## src/sv/lcdseq_pkg.sv

```systemverilog
// ----------------------------------------------------------------------------
// lcdseq_pkg
// Item types, command and event codes, and constant tables for the LCD
// init and refresh sequencer.
// ----------------------------------------------------------------------------
package lcdseq_pkg;

  // input item commands
  localparam logic [1:0] CMD_TICK    = 2'd0;
  localparam logic [1:0] CMD_REFRESH = 2'd1;
  localparam logic [1:0] CMD_WRITE   = 2'd2;

  // result event kinds
  localparam logic [1:0] EV_BYTE       = 2'd0;
  localparam logic [1:0] EV_INIT_DONE  = 2'd1;
  localparam logic [1:0] EV_FRAME_DONE = 2'd2;

  localparam logic [7:0] CLEAR_CMD_RST = 8'h01;
  localparam logic [7:0] CHAR_SPACE    = 8'h20;

  typedef struct packed {
    logic [1:0] cmd;
    logic       link_ready;
    logic [4:0] byte_index;
    logic [7:0] byte_value;
  } in_item_t;

  typedef struct packed {
    logic [1:0] event_kind;
    logic [7:0] tx_byte;
    logic       register_select;
  } out_item_t;

  // controller init commands, zero past the listed bytes
  function automatic logic [7:0] init_byte(input logic [3:0] idx);
    logic [7:0] b;
    case (idx)
      4'd0:    b = 8'h39;
      4'd1:    b = 8'h39;
      4'd2:    b = 8'h15;
      4'd3:    b = 8'h55;
      4'd4:    b = 8'h6E;
      4'd5:    b = 8'h72;
      4'd6:    b = 8'h38;
      4'd7:    b = 8'h0F;
      4'd8:    b = 8'h01;
      4'd9:    b = 8'h06;
      default: b = 8'h00;
    endcase
    return b;
  endfunction

  // power-up message text, spaces at the unlisted indices
  function automatic logic [7:0] default_char(input logic [5:0] idx);
    logic [7:0] c;
    case (idx)
      6'd1:    c = 8'h43; // C
      6'd2:    c = 8'h57; // W
      6'd5:    c = 8'h2D; // -
      6'd7:    c = 8'h32; // 2
      6'd8:    c = 8'h30; // 0
      6'd9:    c = 8'h2E; // .
      6'd10:   c = 8'h30; // 0
      6'd12:   c = 8'h43; // C
      6'd17:   c = 8'h30; // 0
      6'd18:   c = 8'h2E; // .
      6'd19:   c = 8'h32; // 2
      6'd21:   c = 8'h52; // R
      6'd22:   c = 8'h50; // P
      6'd23:   c = 8'h53; // S
      default: c = CHAR_SPACE;
    endcase
    return c;
  endfunction

endpackage

```

## src/sv/lcd_init_and_refresh_sequencer_core.sv

```systemverilog
// ----------------------------------------------------------------------------
// lcd_init_and_refresh_sequencer_core
// Init and message refresh byte sequencer for a serial character LCD.
// Output: a result appears in the output register in the cycle after its item is accepted.
// Throughput: one item per cycle while no result is held stalled; the store is read and written once per item
// on its single synchronous port, the result register frees as it is taken.
// Reset: synchronous, active low; starts busy in the init phase, store valid
// bits are cleared so unwritten entries read the power-up text, no sweep.
// ----------------------------------------------------------------------------
module lcd_init_and_refresh_sequencer_core #(
  parameter int MSG_LEN  = 24,
  parameter int INIT_LEN = 10
) (
  input  logic                  clk,
  input  logic                  rst_n,
  input  logic                  in_valid,
  output logic                  in_stall,
  input  lcdseq_pkg::in_item_t  in_item,
  output logic                  out_valid,
  input  logic                  out_stall,
  output lcdseq_pkg::out_item_t out_item,
  input  logic                  cfg_valid,
  output logic                  cfg_ready,
  input  logic [7:0]            cfg_data
);

  localparam int AW  = (MSG_LEN > 1) ? $clog2(MSG_LEN) : 1;
  localparam int MPW = $clog2(MSG_LEN + 1);
  localparam int IPW = $clog2(INIT_LEN + 1);
  localparam logic [MPW-1:0] MSG_END  = MPW'(MSG_LEN);
  localparam logic [IPW-1:0] INIT_END = IPW'(INIT_LEN);

  // control state
  logic           init_phase_r, init_phase_nxt;
  logic           busy_r, busy_nxt;
  logic [IPW-1:0] init_pos_r, init_pos_nxt;
  logic [MPW-1:0] msg_pos_r, msg_pos_nxt;
  logic           sel_r, sel_nxt;
  logic [7:0]     clear_cmd_r;
  logic [7:0]     entry0_r, entry0_nxt;

  // message store, entry zero lives in entry0_r
  logic [7:0]         mem [MSG_LEN];
  logic [MSG_LEN-1:0] vld_r;
  logic [7:0]         mem_rd_r;

  // result register
  logic       out_valid_r;
  logic [1:0] kind_r;
  logic [7:0] byte_r;
  logic       rs_r;
  logic       use_mem_r;

  logic           accept;
  logic           res_vld;
  logic [1:0]     res_kind;
  logic [7:0]     res_byte;
  logic           res_mem;
  logic           mem_we;
  logic [AW-1:0]  wr_addr;
  logic [AW-1:0]  rd_addr;

  assign cfg_ready = 1'b1;
  assign in_stall  = out_valid_r && out_stall;
  assign accept    = in_valid && !in_stall;
  assign wr_addr   = AW'(in_item.byte_index);
  assign rd_addr   = msg_pos_r[AW-1:0];
  assign mem_we    = accept && (in_item.cmd == lcdseq_pkg::CMD_WRITE)
                     && (32'(in_item.byte_index) < MSG_LEN);

  always_comb begin
    init_phase_nxt = init_phase_r;
    busy_nxt       = busy_r;
    init_pos_nxt   = init_pos_r;
    msg_pos_nxt    = msg_pos_r;
    sel_nxt        = sel_r;
    entry0_nxt     = entry0_r;
    res_vld        = 1'b0;
    res_kind       = lcdseq_pkg::EV_BYTE;
    res_byte       = 8'h00;
    res_mem        = 1'b0;
    if (accept) begin
      case (in_item.cmd)
        lcdseq_pkg::CMD_TICK: begin
          if (busy_r && in_item.link_ready) begin
            res_vld = 1'b1;
            if (init_phase_r) begin
              if (init_pos_r < INIT_END) begin
                res_byte     = lcdseq_pkg::init_byte(4'(init_pos_r));
                init_pos_nxt = init_pos_r + 1'b1;
              end else begin
                init_phase_nxt = 1'b0;
                busy_nxt       = 1'b0;
                res_kind       = lcdseq_pkg::EV_INIT_DONE;
              end
            end else if (msg_pos_r < MSG_END) begin
              // data from the second byte on
              if (msg_pos_r == MPW'(1)) begin
                sel_nxt = 1'b1;
              end
              if (msg_pos_r == '0) begin
                res_byte = entry0_r;
              end else begin
                res_byte = lcdseq_pkg::default_char(6'(msg_pos_r));
                res_mem  = vld_r[rd_addr];
              end
              msg_pos_nxt = msg_pos_r + 1'b1;
            end else begin
              msg_pos_nxt = '0;
              busy_nxt    = 1'b0;
              res_kind    = lcdseq_pkg::EV_FRAME_DONE;
            end
          end
        end
        lcdseq_pkg::CMD_REFRESH: begin
          if (!busy_r) begin
            sel_nxt  = 1'b0;
            busy_nxt = 1'b1;
          end
        end
        lcdseq_pkg::CMD_WRITE: begin
          entry0_nxt = clear_cmd_r;
        end
        default: begin
        end
      endcase
    end
  end

  always_ff @(posedge clk) begin
    if (!rst_n) begin
      init_phase_r <= 1'b1;
      busy_r       <= 1'b1;
      init_pos_r   <= '0;
      msg_pos_r    <= '0;
      sel_r        <= 1'b0;
      clear_cmd_r  <= lcdseq_pkg::CLEAR_CMD_RST;
      entry0_r     <= lcdseq_pkg::CLEAR_CMD_RST;
      vld_r        <= '0;
      out_valid_r  <= 1'b0;
    end else begin
      init_phase_r <= init_phase_nxt;
      busy_r       <= busy_nxt;
      init_pos_r   <= init_pos_nxt;
      msg_pos_r    <= msg_pos_nxt;
      sel_r        <= sel_nxt;
      entry0_r     <= entry0_nxt;
      if (cfg_valid && cfg_ready) begin
        clear_cmd_r <= cfg_data;
      end
      if (mem_we) begin
        vld_r[wr_addr] <= 1'b1;
      end
      if (accept) begin
        out_valid_r <= res_vld;
      end else if (!out_stall) begin
        out_valid_r <= 1'b0;
      end
    end
  end

  // store port: one write or one read per accepted item
  always_ff @(posedge clk) begin
    if (mem_we) begin
      mem[wr_addr] <= in_item.byte_value;
    end
    if (accept && res_vld) begin
      mem_rd_r <= mem[rd_addr];
    end
  end

  always_ff @(posedge clk) begin
    if (accept && res_vld) begin
      kind_r    <= res_kind;
      byte_r    <= res_byte;
      rs_r      <= sel_nxt;
      use_mem_r <= res_mem;
    end
  end

  assign out_valid                = out_valid_r;
  assign out_item.event_kind      = kind_r;
  assign out_item.tx_byte         = use_mem_r ? mem_rd_r : byte_r;
  assign out_item.register_select = rs_r;

endmodule

```

## config.mk

```make
export PLATFORM = sky130hd
export DESIGN_NAME = lcd_init_and_refresh_sequencer_core
export DESIGN_NICKNAME = d
export VERILOG_FILES = /design/src/sv/lcdseq_pkg.sv /design/src/sv/lcd_init_and_refresh_sequencer_core.sv
export SDC_FILE = /design/constraint.sdc
export NUM_CORES = 1
export LEC_CHECK = 0
export BUFFER_PORTS_ARGS = -buffer_cell sky130_fd_sc_hd__buf_2
export CAP_MARGIN = 20
export CORE_MARGIN = 8
export CORE_UTILIZATION = 45
export CTS_CLUSTER_DIAMETER = 60
export DETAILED_ROUTE_END_ITERATION = 6
export GPL_ROUTABILITY_DRIVEN = 0
export PLACE_DENSITY = 0.65
export SKIP_CTS_REPAIR_TIMING = 1
export SYNTH_ARGS = -nofsm -noshare
export SYNTH_HDL_FRONTEND = slang
export SYNTH_SLANG_ARGS = --single-unit
```

## constraint.sdc

```tcl
create_clock -name clk -period 7.1 [get_ports clk]
set_input_delay 0.71 -clock clk [delete_from_list [all_inputs] [get_ports clk]]
set_output_delay 0.71 -clock clk [all_outputs]
set_load 0.03 [all_outputs]
```

Word level (Yosys, flattened, before mapping):

Memory sizes are Yosys's and may differ from the RTL's. A register that Yosys moved wholly into a read port is not among the register bits.
Cells that the tools add are included.

* bits in writable memories: 192
* output and inout port bits: 14
* memories kept: 3
* logic and storage cells: 92
* memory bits (read-only): 336
* register bits after elaboration: 65

* eq/ne operators: 7
* muxes and demuxes: 38
* magnitude comparators: 6
* bitwise operators: 6
* $add $sub $neg: 2
* reduce and logical (&&, ||, !) cells: 17

Memory list
* (no name shown): depth 32, bits a word 7, read ports 1, clocked after memory_dff 1, write ports 0, RTL line lcdseq_pkg.sv:56 `case (idx)`
* mem: depth 24, bits a word 8, read ports 1, clocked after memory_dff 1, write ports 1, RTL line lcd_init_and_refresh_sequencer_core.sv:43 `logic [7:0] mem [MSG_LEN];`
* (no name shown): depth 16, bits a word 7, read ports 1, clocked after memory_dff 1, write ports 0, RTL line lcdseq_pkg.sv:37 `case (idx)`

Operator list (number)
* two-way mux 8 bit: 5
* OR 24 bit: 1
* two-way mux 1 bit: 22
* two-way mux 5 bit: 3
* < comparator 5 x 6 -> 1 bit, second input constant: 2
* < comparator 5 bit, second input constant: 2
* AND reduction 5 bit: 2
* two-way mux 4 bit: 2
* logical AND 1 bit: 7
* != test 3 bit, second input constant: 2
* OR reduction 6 bit: 1
* adder 5 x 1 -> 5 bit, second input constant: 1
* binary-select mux 1 bit (select 5 bit): 1
* demux 1 bit (select 5 bit): 1
* equality test 5 x 1 -> 1 bit, second input constant: 1
* >= comparator 5 x 1 -> 1 bit, second input constant: 1
* zero test 5 bit: 1
* inverter 1 bit: 5
* adder 4 x 1 -> 4 bit, second input constant: 1
* < comparator 4 bit, second input constant: 1
* two-way mux 2 bit: 2
* case mux 1 bit (2 select lines): 2
* AND reduction 4 bit: 1
* AND reduction 3 bit: 1
* 8 further kinds: 8

Depth between registers and ports, before layout:

* depth after elaboration: 7
* gate-level depth with buffers: 13
* depth with buffers taken out: 11

Worst setup path before layout:

Ideal clock, no wire load.

* path kind: input to register
* start point: in in_valid
* end point: reg (tool-made name)
* arrival time: 2.812 ns
* setup time: 0.115 ns
* path slack: 4.174 ns
* stages on the path: 11
* cells stage by stage: a21bo_1 > buf_6 > or3_4 > inv_2 > and2_1 > buf_2 > xnor2_1 > nor2_1 > ha_1 > and3b_1 > o21a_1

RTL lines
* from (decl): RTL line lcd_init_and_refresh_sequencer_core.sv:16 `input logic in_valid,`

==> results.txt <==
part of the power in registers - 0.534
largest net degree at the start of global routing - 58
RSZ-0062 raised after global routing - no
outcome - complete, no violations
Synth Register Bits - 279
CTS Buf Count - 28
TritonCTS clock tree - yes
cell row count - 58
Finish-stage setup viols - 0
P&R area growth vs syn - 12.6%
setup TNS - 0 ns
Avg Inst Size Synth - 16.2 sq um
Max Clock Skew - 0.0273 ns
core area - 24,900 sq um
clk sinks - 279
Critical path origin - msg_pos_r[0]
ant diodes - 0
Remaining Overflow, GRT - 0
sequential area share after synthesis - 0.684
H-tree depth - 1
WP data required - 7.31 ns
Slowest-stage cell, CP - buf_4
Top Family by Delay on Critical Path - multiplexers
worst slew pin tran - 1.00 ns
EDFF count, synth - 212
crit start category - register
gr usage total - 0.157
Final Cycle Share - 0.435
clk_lat worst skew - 0.55 ns
Final min period - 3.09 ns
switching part of the total - 0.199
sw power - 659 uW
die width - 174 um
height of the die - 174 um
top achievable clock speed - 324 MHz
DR WL/cell - 21.9 um
total wire length - 23,800 um
Final Hold Fails - 0
critical path peak fanout - 38
max incr delay on CP - 0.67 ns
leakage - 4.20 nW
post-synthesis instance total - 696
dpl cells - 1,035
port bufs - 41
Die ar. - 30,300 sq um
Clk pwr share - 0.443
Initial DRC Count - 495
maximum VDD drop - 0.192 mV
number of global-route vias before repair - 6,247
Via density - 5.64
Crit path buffers/inverters - 1
DP HPWL - 15,500 um
YS warnings - 0
Pint - 2.65 mW
CTS clock-pin slew for the worst setup and hold paths - 0.07 ns
relative slew slack - 0.330
Slew Viols, Final - 0
share of cells above drive strength 1 - 0.235
library cells used by synthesis - 61
most frequent CP cell - mux4_2
TritonRoute pass-1 iters - 5
worst reg2reg path startpoint - msg_pos_r[0]
critical path, cell by cell - buf_4, mux4_2, mux4_2, nor2_1, a21oi_1
power per cell area - 261 nW/um^2
max_cap viols - 0
Critical Path End Type - register
# IOs - 43
Setup Crit Path Kind - register to register
WP data arrival - 3.30 ns
wire length of the first global-routing pass - 36,900 um
DR DRC count - 0
final net count - 777
synthesized cell area - 11,300 sq um
CTS root buf - clkbuf_16
initial antenna violation count - 0
starting density of the core - 0.452
Antenna Nets Post-Route - 0
Synthesized Nets - 738
HP Start - cfg_data[0]
Finished Layout Cells - 1,087
Post-synth ARST share - 0
vias - 6,135
Final Util - 0.510
clock buffer depth - 3
WHS - 0.403 ns
Top FF cell, synth - edfxtp_1
Hold/Removal Path Class - primary input to register
Comb pwr share - 0.022
==> tightest hold or removal path, cell delays in order <==
cell,delay [ns]
buf_2,0.08
mux2i_1,0.06
nand2_1,0.06
==> cells by family (layout without fill, tap and decap cells) <==
logic type	Yosys count	in the layout	share of synthesized area
other cells	1	1	0.000333
mux	99	99	0.158
simple gates	159	159	0.0671
fa+ha+maj	13	13	0.0144
flops	279	279	0.684
xor+xnor	6	6	0.00533
buf+inv	52	113	0.0203
compound gates	87	87	0.0499
==> Yosys cell counts, types with 3 or more instances <==
cell | n | area, sq um
nor3_1 | 3 | 15.0
inv_1 | 13 | 48.8
edfxtp_1 | 212 | 6370
and2_1 | 6 | 37.5
buf_2 | 9 | 45.0
mux2_2 | 10 | 113
and3_1 | 3 | 18.8
a31oi_1 | 5 | 31.3
mux2i_1 | 26 | 260
nor2_1 | 71 | 267
nand2_1 | 37 | 139
dfxtp_1 | 67 | 1340
clkbuf_1 | 18 | 67.6
o21ai_0 | 15 | 75.1
nand2b_1 | 5 | 31.3
a21oi_1 | 24 | 120
buf_4 | 4 | 30.0
buf_1 | 4 | 15.0
nand3b_1 | 4 | 30.0
o22ai_1 | 5 | 31.3
ha_1 | 13 | 163
o21a_1 | 20 | 150
mux4_2 | 62 | 1400
xnor2_1 | 4 | 35.0
nand3_1 | 14 | 70.1
==> layout make-up <==
cell class                 instances  area [sq um]
timing repair buffer              45           235
fill                            2007         12200
clock buffer                      40           808
tap                              330           413
inverter                          16          60.1
sequential                       279          7710
clock inverter                    12           128
multi-input combinational        365          3330
==> sequential cells by signal, indices dropped and copies added, names as in the netlist, named ones only <==
name	flops
busy_r	1
byte_r	8
clear_cmd_r	8
entry0_r	8
init_phase_r	1
init_pos_r	4
kind_r	2
mem	192
mem_rd_r	8
msg_pos_r	5
out_valid	1
rs_r	1
sel_r	1
use_mem_r	1
vld_r	24
==> layout by cell type (no fill, tap or decap), types with 3 or more instances in the layout <==
| cell type | n |
|---|---|
| o22ai_1 | 5 |
| and2_1 | 6 |
| nand2b_1 | 5 |
| clkinv_2 | 6 |
| and3_1 | 3 |
| mux2i_1 | 26 |
| mux2_2 | 10 |
| inv_1 | 13 |
| o21ai_0 | 15 |
| buf_4 | 4 |
| xnor2_1 | 4 |
| nor2_1 | 71 |
| nand3_1 | 14 |
| nor3_1 | 3 |
| clkbuf_1 | 8 |
| a21oi_1 | 24 |
| o21a_1 | 20 |
| nand3b_1 | 4 |
| edfxtp_1 | 212 |
| ha_1 | 13 |
| clkbuf_16 | 30 |
| nand2_1 | 37 |
| buf_2 | 41 |
| mux4_2 | 62 |
| dfxtp_1 | 65 |
| a31oi_1 | 5 |
==> final timing paths <==
check / end / slack (ns) / cells after the start
setup / recovery: mem_rd_r[2] / 4.01 / 5
hold reg to reg: vld_r[5] / 0.46 / 1
hold / removal: clear_cmd_r[0] / 0.40 / 3
setup reg to reg: mem_rd_r[2] / 4.01 / 5
==> metrics by stage <==
step	instance area [sq um]	power (mW)	setup slack, ns
6_report	12700	3.31	4.01
5_1_grt	12700	3.40	3.79
4_1_cts	12700	3.33	3.94
3_5_place_dp	11700	1.88	3.74
3_3_place_gp	11700	1.87	3.81
2_1_floorplan	11300	1.84	4.17
==> power by group through the flow <==
stage	combinational, mW	clock (mW)	sequential, mW
3_5_place_dp	0.0749	0	1.80
3_3_place_gp	0.0718	0	1.80
6_report	0.0742	1.47	1.77
2_1_floorplan	0.0343	0	1.80
5_1_grt	0.0808	1.56	1.77
4_1_cts	0.0750	1.49	1.77
==> metal layers <==
metal,vias up,part of all wire,global-route usage
li1,2757,-,-
met1,3125,0.41,0.203
met2,212,0.50,0.265
met3,41,0.064,0.0297
met4,0,0.020,0.0420
met5,-,0,0
No activity file was read; power rests on OpenSTA's default activity.
